## src/tks_pkg.sv

```systemverilog
`timescale 1ns / 1ps
`default_nettype none

package tks_pkg;

  // Chain depth and row length.
  localparam int K_MAX         = 16;
  localparam int ROW_ITEMS_MAX = 65536;

  // Derived widths.
  localparam int IDX_W     = (ROW_ITEMS_MAX > 1) ? $clog2(ROW_ITEMS_MAX) : 1;
  localparam int CNT_W     = $clog2(K_MAX + 1);
  localparam int KI_W      = (K_MAX > 1) ? $clog2(K_MAX) : 1;
  localparam int SCORE_W   = 32;
  localparam int OUT_IDX_W = 16;
  localparam int KREG_W    = 5;
  localparam int KC_W      = (CNT_W > KREG_W) ? CNT_W : KREG_W;

  // Register map.
  localparam int APB_ADDR_W = 3;
  localparam logic [APB_ADDR_W-1:0] RegKUsedAddr = 3'd0;

  typedef struct packed {
    logic signed [SCORE_W-1:0] score;
    logic [IDX_W-1:0]          index;
  } entry_t;

  typedef struct packed {
    logic insert;
    logic shift_up;
  } cell_ctrl_t;

  typedef enum logic [1:0] {
    ST_IDLE  = 2'b01,
    ST_DRAIN = 2'b10
  } state_e;

  // Order by score, then by index.
  function automatic logic entry_gt(entry_t a, entry_t b);
    logic gt_score;
    logic eq_score;
    gt_score = $signed(a.score) > $signed(b.score);
    eq_score = a.score == b.score;
    return gt_score || (eq_score && (a.index > b.index));
  endfunction

endpackage

`default_nettype wire

```

## src/tks_cell.sv

```systemverilog
`timescale 1ns / 1ps
`default_nettype none

module tks_cell (
  input  wire logic               clk_i,
  input  wire tks_pkg::cell_ctrl_t ctrl_i,
  input  wire logic               valid_i,
  input  wire tks_pkg::entry_t    new_i,
  input  wire tks_pkg::entry_t    prev_i,
  input  wire logic               prev_take_i,
  input  wire tks_pkg::entry_t    next_i,
  output tks_pkg::entry_t         entry_o,
  output logic                    take_o
);
  import tks_pkg::*;

  entry_t entry_q, entry_d;

  // An empty cell ranks below everything.
  assign take_o  = !valid_i || entry_gt(new_i, entry_q);
  assign entry_o = entry_q;

  always_comb begin
    entry_d = entry_q;
    if (ctrl_i.shift_up) begin
      entry_d = next_i;
    end else if (ctrl_i.insert && take_o) begin
      // Upper neighbor also moved down: take its entry, else land the new one.
      entry_d = prev_take_i ? prev_i : new_i;
    end
  end

  always_ff @(posedge clk_i) begin
    entry_q <= entry_d;
  end

endmodule

`default_nettype wire

```

## src/streaming_top_k_select_core.sv

```systemverilog
`timescale 1ns / 1ps
`default_nettype none

// Streaming top-k selector. Scores enter on the slave stream, one per request,
// and are numbered from 0 within a row; the index saturates at the last value
// of the row range. A row of K_MAX cells keeps the entries sorted, highest
// score first, equal scores larger index first. While fewer than k_used
// entries are kept, every score is inserted; afterwards a score displaces the
// lowest kept entry only when it is strictly greater. Each accepted score is
// inserted by a single parallel compare-and-shift along the chain. On the
// request flagged tlast the block stops accepting and streams min(filled, k)
// results, k being k_used clamped to [1, K_MAX], one per cycle while m_tready
// is high, by shifting the chain toward cell 0; input is taken again in the
// cycle after the last result. k_used is written at byte address 0 over the
// APB port; the user must write it only while the block is idle, which the
// block itself does not enforce. Only pwdata[4:0] is kept; 0 acts as 1,
// stored values above K_MAX as K_MAX.
module streaming_top_k_select_core (
  input  wire logic                              clk_i,
  input  wire logic                              rst_ni,
  // APB configuration
  input  wire logic                              psel,
  input  wire logic                              penable,
  input  wire logic                              pwrite,
  input  wire logic [tks_pkg::APB_ADDR_W-1:0]    paddr,
  input  wire logic [31:0]                       pwdata,
  output logic      [31:0]                       prdata,
  output logic                                   pready,
  // Input stream
  input  wire logic                              s_tvalid,
  output logic                                   s_tready,
  input  wire logic [31:0]                       s_tdata,  // [31:0] score
  input  wire logic                              s_tlast,  // last_in_row
  // Result stream
  output logic                                   m_tvalid,
  input  wire logic                              m_tready,
  output logic      [47:0]                       m_tdata,  // [15:0] item_index,
                                                           // [47:16] item_score
  output logic                                   m_tlast   // last_result
);
  import tks_pkg::*;

  state_e              state_q, state_d;
  logic [KREG_W-1:0]   k_used_q;
  logic [CNT_W-1:0]    fill_q, fill_d;
  logic [CNT_W-1:0]    remain_q, remain_d;
  logic [IDX_W-1:0]    row_pos_q, row_pos_d;

  // Configuration port.
  logic cfg_wr;
  assign pready = 1'b1;
  assign cfg_wr = psel && penable && pwrite && (paddr == RegKUsedAddr);
  assign prdata = (paddr == RegKUsedAddr) ? 32'(k_used_q) : 32'd0;

  // Effective k, clamped to [1, K_MAX].
  logic [KC_W-1:0] k_eff;
  always_comb begin
    if (k_used_q == '0) begin
      k_eff = KC_W'(1);
    end else if (KC_W'(k_used_q) > KC_W'(K_MAX)) begin
      k_eff = KC_W'(K_MAX);
    end else begin
      k_eff = KC_W'(k_used_q);
    end
  end

  // Handshakes.
  logic in_req, out_req;
  assign s_tready = (state_q == ST_IDLE);
  assign m_tvalid = (state_q == ST_DRAIN);
  assign in_req   = s_tvalid && s_tready;
  assign out_req  = m_tvalid && m_tready;

  entry_t new_entry;
  assign new_entry.score = $signed(s_tdata[SCORE_W-1:0]);
  assign new_entry.index = row_pos_q;

  // Chain of cells.
  entry_t           cell_entry [K_MAX];
  logic [K_MAX-1:0] cell_take;
  logic [K_MAX-1:0] cell_valid;
  cell_ctrl_t       ctrl;

  // Lowest kept entry sits at the tail of the filled part.
  logic [KI_W-1:0] tail_idx;
  entry_t          tail_entry;
  logic            full, insert_go;
  assign tail_idx   = KI_W'(fill_q - CNT_W'(1));
  assign tail_entry = cell_entry[tail_idx];
  assign full       = KC_W'(fill_q) >= k_eff;
  assign insert_go  = !full || ($signed(s_tdata[SCORE_W-1:0]) > $signed(tail_entry.score));

  assign ctrl.insert   = in_req && insert_go;
  assign ctrl.shift_up = out_req;

  for (genvar g = 0; g < K_MAX; g++) begin : g_cell
    entry_t prev_e, next_e;
    logic   prev_t;
    assign cell_valid[g] = CNT_W'(g) < fill_q;
    if (g == 0) begin : g_head
      assign prev_e = new_entry;
      assign prev_t = 1'b0;
    end else begin : g_body
      assign prev_e = cell_entry[g-1];
      assign prev_t = cell_take[g-1];
    end
    if (g == K_MAX - 1) begin : g_tail
      assign next_e = new_entry;
    end else begin : g_inner
      assign next_e = cell_entry[g+1];
    end
    tks_cell u_cell (
      .clk_i       (clk_i),
      .ctrl_i      (ctrl),
      .valid_i     (cell_valid[g]),
      .new_i       (new_entry),
      .prev_i      (prev_e),
      .prev_take_i (prev_t),
      .next_i      (next_e),
      .entry_o     (cell_entry[g]),
      .take_o      (cell_take[g])
    );
  end

  // Grow while not full; a displacement keeps the count.
  logic [CNT_W-1:0] fill_grow;
  assign fill_grow = full ? fill_q : fill_q + CNT_W'(1);

  // Number of results once the closing item is in.
  logic [CNT_W-1:0] emit;
  assign emit = (KC_W'(fill_grow) > k_eff) ? CNT_W'(k_eff) : fill_grow;

  // Row control.
  always_comb begin
    state_d   = state_q;
    fill_d    = fill_q;
    remain_d  = remain_q;
    row_pos_d = row_pos_q;
    case (state_q)
      ST_IDLE: begin
        if (in_req) begin
          fill_d = fill_grow;
          if (row_pos_q != IDX_W'(ROW_ITEMS_MAX - 1)) begin
            row_pos_d = row_pos_q + IDX_W'(1);
          end
          if (s_tlast) begin
            remain_d = emit;
            state_d  = ST_DRAIN;
          end
        end
      end
      ST_DRAIN: begin
        if (out_req) begin
          remain_d = remain_q - CNT_W'(1);
          if (remain_q == CNT_W'(1)) begin
            // Clear the row and accept again.
            fill_d    = '0;
            row_pos_d = '0;
            state_d   = ST_IDLE;
          end
        end
      end
      default: begin
        state_d = ST_IDLE;
      end
    endcase
  end

  always_ff @(posedge clk_i or negedge rst_ni) begin
    if (!rst_ni) begin
      state_q   <= ST_IDLE;
      k_used_q  <= KREG_W'(1);
      fill_q    <= '0;
      remain_q  <= '0;
      row_pos_q <= '0;
    end else begin
      state_q   <= state_d;
      fill_q    <= fill_d;
      remain_q  <= remain_d;
      row_pos_q <= row_pos_d;
      if (cfg_wr) begin
        k_used_q <= pwdata[KREG_W-1:0];
      end
    end
  end

  // Results come straight off the head cell.
  assign m_tdata = {cell_entry[0].score, OUT_IDX_W'(cell_entry[0].index)};
  assign m_tlast = (remain_q == CNT_W'(1));

  // Never take input and present results at once.
  a_one_side: assert property (@(posedge clk_i) disable iff (!rst_ni)
    !(s_tready && m_tvalid))
    else $error("input and output active together");

  a_fill_bound: assert property (@(posedge clk_i) disable iff (!rst_ni)
    fill_q <= CNT_W'(K_MAX))
    else $error("fill count beyond chain depth");

  a_row_cleared: assert property (@(posedge clk_i) disable iff (!rst_ni)
    (out_req && m_tlast) |=> (fill_q == '0) && (row_pos_q == '0) && s_tready)
    else $error("row state not cleared after report");

  a_drain_starts: assert property (@(posedge clk_i) disable iff (!rst_ni)
    (in_req && s_tlast) |=> m_tvalid && (remain_q != '0))
    else $error("closing item did not start a report");

  a_chain_sorted: assert property (@(posedge clk_i) disable iff (!rst_ni)
    (s_tready && (fill_q >= CNT_W'(2))) |-> !entry_gt(cell_entry[1], cell_entry[0]))
    else $error("head cells out of order");

endmodule

`default_nettype wire
```

## config.mk

```make
export PLATFORM = sky130hd
export DESIGN_NAME = streaming_top_k_select_core
export DESIGN_NICKNAME = d
export VERILOG_FILES = /design/src/tks_pkg.sv /design/src/tks_cell.sv /design/src/streaming_top_k_select_core.sv
export SDC_FILE = /design/constraint.sdc
export NUM_CORES = 2
export LEC_CHECK = 0
export ABC_AREA = 1
export BUFFER_PORTS_ARGS = -buffer_cell sky130_fd_sc_hd__buf_2
export CORE_UTILIZATION = 23
export CTS_CLUSTER_SIZE = 40
export DETAILED_ROUTE_END_ITERATION = 12
export HOLD_SLACK_MARGIN = 0.05
export MAX_ROUTING_LAYER = met4
export PLACE_DENSITY = 0.36
export SKIP_LAST_GASP = 1
export SLEW_MARGIN = 0
export SYNTH_ARGS = -nofsm -noshare
export SYNTH_HDL_FRONTEND = slang
export SYNTH_SLANG_ARGS = --single-unit
export TNS_END_PERCENT = 10
```

## constraint.sdc

```tcl
create_clock -name clk_i -period 7.86 [get_ports clk_i]
set_clock_uncertainty 0.2 [all_clocks]
set_input_delay 1.572 -clock clk_i [delete_from_list [all_inputs] [get_ports clk_i]]
set_output_delay 1.572 -clock clk_i [all_outputs]
set_load 0.005 [all_outputs]
```

Yosys cells after proc, flatten, opt, wreduce, memory -nomap -nowiden
Cells that the tools add are included.

operators by class
  add/subtract/negate cells = 4
  magnitude comparators = 53
  equality and inequality tests = 25
  muxes and demuxes = 73
  bitwise operators = 1
  reduce and logical (&&, ||, !) cells = 111

operators by type and width
  operator               count
  $mux 48                49
  $gt 32x32->1           17
  $eq 32x32->1           16
  $gt 16x16->1           16
  $bmux 48 s4            1
  $mux 16                4
  $mux 5                 11
  $lt 4x5->1 const A     8
  $logic_and 1x1->1      38
  $reduce_bool 2->1      17
  $logic_or 1x1->1       33
  $pmux 16 s2            1
  $lt 3x5->1 const A     4
  $pmux 5 s2             2
  $logic_not 1->1        17
  $add 16x1->16 const B  1
  $ne 16x16->1 const B   1
  $reduce_and 4->1       3
  $lt 1x5->1 const A     2
  $lt 2x5->1 const A     2
  $ne 2x1->1 const B     5
  $mux 2                 4
  $add 5x1->5 const B    1
  $eq 5x1->1 const B     1
  other kinds (13)       13

storage, ports and cells
  bits in registers = 801
  input port bits = 75
  output and inout bits = 84
  word-level logic and storage cells = 304

Longest topological paths before layout
  word-level depth = 11
  gate-level depth with buffers = 32
  mapped depth without buffers = 24

Modules after synthesis
A second synthesis with hierarchy kept.

unflattened totals
  cells, all modules = 9190
  area total of the unflattened synthesis = 67437.2 um^2

by module, submodules not included
  module                            times used  cells each  area each (um^2)  seq. area each (um^2)
  tks_cell at g_cell[0].u_cell ...  15          487         3718.6            1441.4
  streaming_top_k_select_core       1           1408        7951.4            828.3
  tks_cell at g_cell[9].u_cell      1           477         3707.3            1441.4

Worst setup path after synthesis
OpenSTA, ideal clock, no wires.

  path type = flip-flop to flip-flop
  start point = register fill_q[0]
  end point = register g_cell[13].u_cell.entry_q (netlist bit g_cell[13].u_cell.entry_o[0]), enable pin
  library setup time = 0.407 ns
  arrival = 5.235 ns
  required time = 7.253 ns
  path slack = 2.018 ns
  stages on the path, launching flop included = 29
  path buffers = 8
  period minus slack after synthesis = 5.842 ns
  path through = dfrtp_1 > clkbuf_1 > inv_1 > buf_2 > clkbuf_1 > clkbuf_1 > ha_1 > clkbuf_1 > clkinv_1 > clkbuf_1 > clkbuf_1 > a21oi_1 > o21ai_0 > nand3_1 > nand3_1 > nand2_1 > inv_1 > ha_1 > nand2_1 > nor2_1 > nand4_1 > nor3b_1 > nand2_1 > nand3_1 > nand3_1 > nand2_1 > buf_2 > nand3_1 > nand2_1

on the way
  longest elaborated chain between the ends = 10
  elaborated cells on any way between the ends = 15
  classes of those cells = 1 x add/sub; 3 x order compare; 3 x mux; 1 x bitwise; 7 x reduce/logical

RTL lines
  item                                         RTL line                            text
  from (decl)                                  streaming_top_k_select_core.sv:45   logic [CNT_W-1:0] fill_q, fill_d;
  from (signal assigned)                       streaming_top_k_select_core.sv:178  fill_q <= fill_d;
  $sub 4x1->4                                  streaming_top_k_select_core.sv:88   assign tail_idx = KI_W'(fill_q - CNT_W'(1));
  $not 4->5 (implied by the code)              streaming_top_k_select_core.sv:89   assign tail_entry = cell_entry[tail_idx];
  $bmux 48 s4                                  streaming_top_k_select_core.sv:89
  $mux 48 (implied by the code) (2 in series)  streaming_top_k_select_core.sv:89
  $gt 32x32->1                                 streaming_top_k_select_core.sv:91   assign insert_go = !full || ($signed(s_tdata[SCORE_W-1:0]) > $signed(tail_entry.score));
  $logic_or 1x1->1                             streaming_top_k_select_core.sv:91
  $logic_and 1x1->1                            streaming_top_k_select_core.sv:93   assign ctrl.insert = in_req && insert_go;
  $logic_and 1x1->1 *                          tks_cell.sv:27                      end else if (ctrl_i.insert && take_o) begin
  $reduce_bool 2->1 (no source line) *         --
  to (signal assigned)                         tks_cell.sv:34                      entry_q <= entry_d;
  to (decl)                                    tks_cell.sv:17                      entry_t entry_q, entry_d;

Every way passes the cells marked *; elsewhere a longest branch is shown, timed or not. The select of a mux whose other input is x is not followed.
A chain may end at the register's enable or synchronous reset.

Final worst setup path
  start point = register fill_q[0]
  end point = register g_cell[11].u_cell.entry_q (netlist bit g_cell[11].u_cell.entry_o[28]), enable pin

on the way
  longest elaborated chain between the ends = 10
  elaborated cells on any way between the ends = 15
  classes of those cells = 1 x add/sub; 3 x order compare; 3 x mux; 1 x bitwise; 7 x reduce/logical

RTL lines
  item                                         RTL line
  $sub 4x1->4                                  streaming_top_k_select_core.sv:88
  $not 4->5 (implied by the code)              streaming_top_k_select_core.sv:89
  $bmux 48 s4                                  streaming_top_k_select_core.sv:89
  $mux 48 (implied by the code) (2 in series)  streaming_top_k_select_core.sv:89
  $gt 32x32->1                                 streaming_top_k_select_core.sv:91
  $logic_or 1x1->1                             streaming_top_k_select_core.sv:91
  $logic_and 1x1->1                            streaming_top_k_select_core.sv:93
  $logic_and 1x1->1 *                          tks_cell.sv:27
  $reduce_bool 2->1 (no source line) *         --
  to (signal assigned)                         tks_cell.sv:34
  to (decl)                                    tks_cell.sv:17

Marks and branches as above.

==> summary.txt <==
Detailed routing
  – Drt total wl: 274000 µm
  – Via Count: 63161
  – 1st-iter DRT viols: 5186
  – DRC: 0
  – ANT nets after route: 0
  – Wire per inst: 20.5 µm
  – Routed vias/inst: 4.73
  – DRT Pass-1 Iters: 6

Clocking
  – Hold buffers post-CTS: 0
  – H-tree Lvls: 3
  – Clock Tree Root: clkbuf_16
  – Clock Sink Count: 801
  – Post-CTS Setup Repair Bufs: 0
  – Clock Latency Late Sink: 0.73 ns
  – CTS resizes: 0
  – TritonCTS clock tree: built
  – CTS Buf Count: 107
  – Clk slew on worst S/H paths: 0.06 ns
  – CTS Buffer Depth: 3

STA
  – Final worst setup slack: 1.16 ns
  – Hold WS: 0.281 ns
  – Min Tclk post-route: 6.70 ns
  – Final-report setup violation count: 0
  – Period utilisation layout: 0.852
  – Final hold vios: 0
  – Slew @ Worst Pin: 1.21 ns
  – Peak Freq: 0.149 GHz
  – RSZ-0062 raised after global routing: false
  – Final-report max-slew violation count: 0
  – Relative slew slack: 0.191
  – Final setup TNS: 0 ns

Yosys
  – Mapped cell area: 0.0687 mm²
  – Distinct cells, synth: 51
  – Synth Area per Inst: 7.22 µm²
  – Ys async rst share: 0.0412
  – Top post-synthesis cells by area: edfxtp_1, nand2_1, ha_1
  – Yosys reg bits: 801
  – Warnings from Yosys: 0
  – Sequential area share after synthesis: 0.348
  – Cell taking the most area after synthesis: edfxtp_1
  – Number of flops mapped to enable cells by yosys: 768
  – Dominant synthesized flop cell: edfxtp_1
  – Post-synth top area share: 0.336
  – Cells after Synth: 9507

Flow run
  – MaxCap Viol Count: 0

Setup path
  – RR Startpoint: fill_q[0]
  – Required @ worst endpoint: 8.03 ns
  – Setup slack, reg-to-reg: 1.16 ns
  – FF-to-FF End: g_cell[11].u_cell.entry_o[28]
  – Cells on worst reg2reg path: 25
  – Worst endpoint data arrival time: 6.87 ns
  – Worst setup SP type: flip-flop
  – CP endpoint kind: flip-flop
  – WS Path Type: reg -> reg
  – Critical Path Fanout Max: 58

Layout
  – Post-Layout Cell Count: 13346
  – Share of layout cells above drive strength 1: 0.0518
  – Fillcell total: 32911
  – Area growth syn-to-layout: 11.4%
  – Area of the multi-input gates: 0.0385 mm²
  – Final cell area excluding filler cells: 0.0765 mm²
  – Register Area: 0.0239 mm²
  – Final Util: 0.258
  – Nets: 10199

Power and ir drop
  – Peak VDD IR: 0.000368 V
  – Leak: 36.4 nW
  – PwrDens: 518 mW/mm²
  – Total power: 39.6 mW

Place
  – Port Buffers: 103
  – DP Wirelength: 208000 µm
  – Post-Place Cells: 13139
  – Post-DP Area: 0.0730 mm²
  – Routability cong.: 0.846
  – Pre-CTS setup slack: 1.09 ns

Global route
  – Grt ovf: 0
  – Largest net degree at the start of global routing: 180
  – Vias in the first global route: 61046
  – Total track usage: 0.182
  – Initial antenna violation count: 19
  – First-pass GRT wire length: 406000 µm

Floorplan
  – # IOs: 159
  – Core ar.: 0.297 mm²
  – Die ar.: 0.301 mm²
  – Initial core utilization: 0.231
  – Row cnt: 200
  – Die Y: 548 µm
  – Die W: 548 µm

Worst hold path
  – Min-delay src: row_pos_q[8]
  – HP Class: reg -> reg
  – Min-Delay Path Depth: 1
  – Worst Hold Endpoint: row_pos_q[8]

Outcome
  – Status: completed
-- synthesized netlist by cell type, types with 4 or more instances --
cell	n
nand2_1	3015
nand3_1	1640
inv_1	1050
ha_1	815
edfxtp_1	768
a21oi_1	635
o21ai_0	442
clkbuf_1	285
nor2_1	223
buf_2	153
nand4_1	75
buf_4	59
buf_1	58
o211ai_1	54
o21a_1	34
dfrtp_1	31
nor3_1	27
buf_6	18
clkinv_1	10
nor4_1	10
xor2_1	10
nor4_2	9
inv_2	8
o21ai_1	7
a21o_1	6
a21oi_2	6
a31oi_1	4
nand2_2	4
nand3_2	4
nor2_2	4
nor3_2	4
nor3b_1	4
o21bai_1	4
o22ai_1	4
o31ai_1	4
-- placed cells by master (no fill, tap or decap), types with 9 or more instances in the layout --
| cell | instances |
|---|---|
| nand3_2 | 12 |
| inv_1 | 1049 |
| clkbuf_1 | 26 |
| o21a_1 | 34 |
| a21oi_4 | 11 |
| buf_4 | 122 |
| diode_2 | 13 |
| nand2_2 | 32 |
| nand2_1 | 2985 |
| nand4_1 | 75 |
| nor4_1 | 10 |
| nor2_1 | 222 |
| conb_1 | 28 |
| buf_12 | 15 |
| clkinv_2 | 21 |
| o211ai_1 | 54 |
| clkinv_1 | 31 |
| xor2_1 | 9 |
| edfxtp_1 | 768 |
| clkbuf_16 | 113 |
| nand3_1 | 1632 |
| o21ai_0 | 442 |
| a21oi_1 | 629 |
| nor3_1 | 27 |
| dfrtp_1 | 30 |
| nor4_2 | 9 |
| ha_1 | 814 |
| buf_2 | 103 |
-- per-layer routing --
metal  GRT usage  vias up  share of wire
met5           -        -              0
met4      0.0362        0          0.019
met3      0.0211      225          0.050
met2       0.280     1620           0.44
met1       0.256    29878           0.49
li1            -    31438              -
-- where the power goes --
group / switching, mW / internal [mW] / leakage [nW]
combinational: 16.7 / 7.21 / 27.2
sequential: 1.84 / 8.85 / 7.56
clock: 2.14 / 2.86 / 1.67
-- state kept, by name, indices dropped and copies added (netlist names) --
| signal | cells |
|---|---|
| g_cell.u_cell.entry_o | 768 |
| fill_q | 5 |
| remain_q | 5 |
| k_used_q | 5 |
| row_pos_q | 16 |
| state_q | 2 |
-- area by class of cell --
type,count,share of cell area
diodes,13,0.000426
clock buffers,143,0.0390
clock inverters,51,0.00532
inverters,1068,0.0526
multi-input cells,7091,0.503
flip-flops and latches,801,0.313
well taps,3939,0.0645
repair buffers,240,0.0226
-- worst max-delay path, cell delays in order (launching register included) --
cell and delay, ns:
dfrtp_4 0.62, inv_6 0.44, ha_4 0.67, inv_4 0.14, buf_12 0.24, a21oi_1 0.17
o21ai_0 0.12, nand3_1 0.21, nand3_1 0.18, nand2_1 0.11, inv_1 0.05, ha_1 0.28
nand2_1 0.07, inv_1 0.05, nand3_1 0.08, nor3_1 0.46, nand2_1 0.11, nand2_1 0.08
nand2_1 0.13, nand3_1 0.13, nand3_1 0.16, nand2_1 0.10, buf_4 0.31, nand3_1 0.13
nand2_2 0.39, buf_4 0.49
-- worst max-delay path by stage --
stage,depth (start not counted),to,start,slack [ns]
final,25,g_cell[11].u_cell.entry_o[28],fill_q[0],1.16
after CTS,25,g_cell[11].u_cell.entry_o[24],fill_q[0],1.05
after global routing,23,g_cell[11].u_cell.entry_o[24],fill_q[0],0.74
after detailed placement,25,g_cell[5].u_cell.entry_o[30],fill_q[0],1.09
after global placement,25,g_cell[5].u_cell.entry_o[31],fill_q[0],1.00
after floorplan,28,g_cell[13].u_cell.entry_o[0],fill_q[0],2.02
-- cell families (layout without fill, tap and decap cells) --
group / after synthesis / count (layout) / share of synthesized area
AOI/OAI and AO/OA: 1205 / 1205 / 0.0923
xor gates and xnor gates: 11 / 11 / 0.00140
adders and majority gates: 815 / 815 / 0.149
buffers and inverters: 1641 / 1502 / 0.0977
DFF: 801 / 801 / 0.348
other: 2 / 41 / 0.000109
and+or+nand+nor: 5032 / 5032 / 0.312
(Power assumes the default switching activity.)
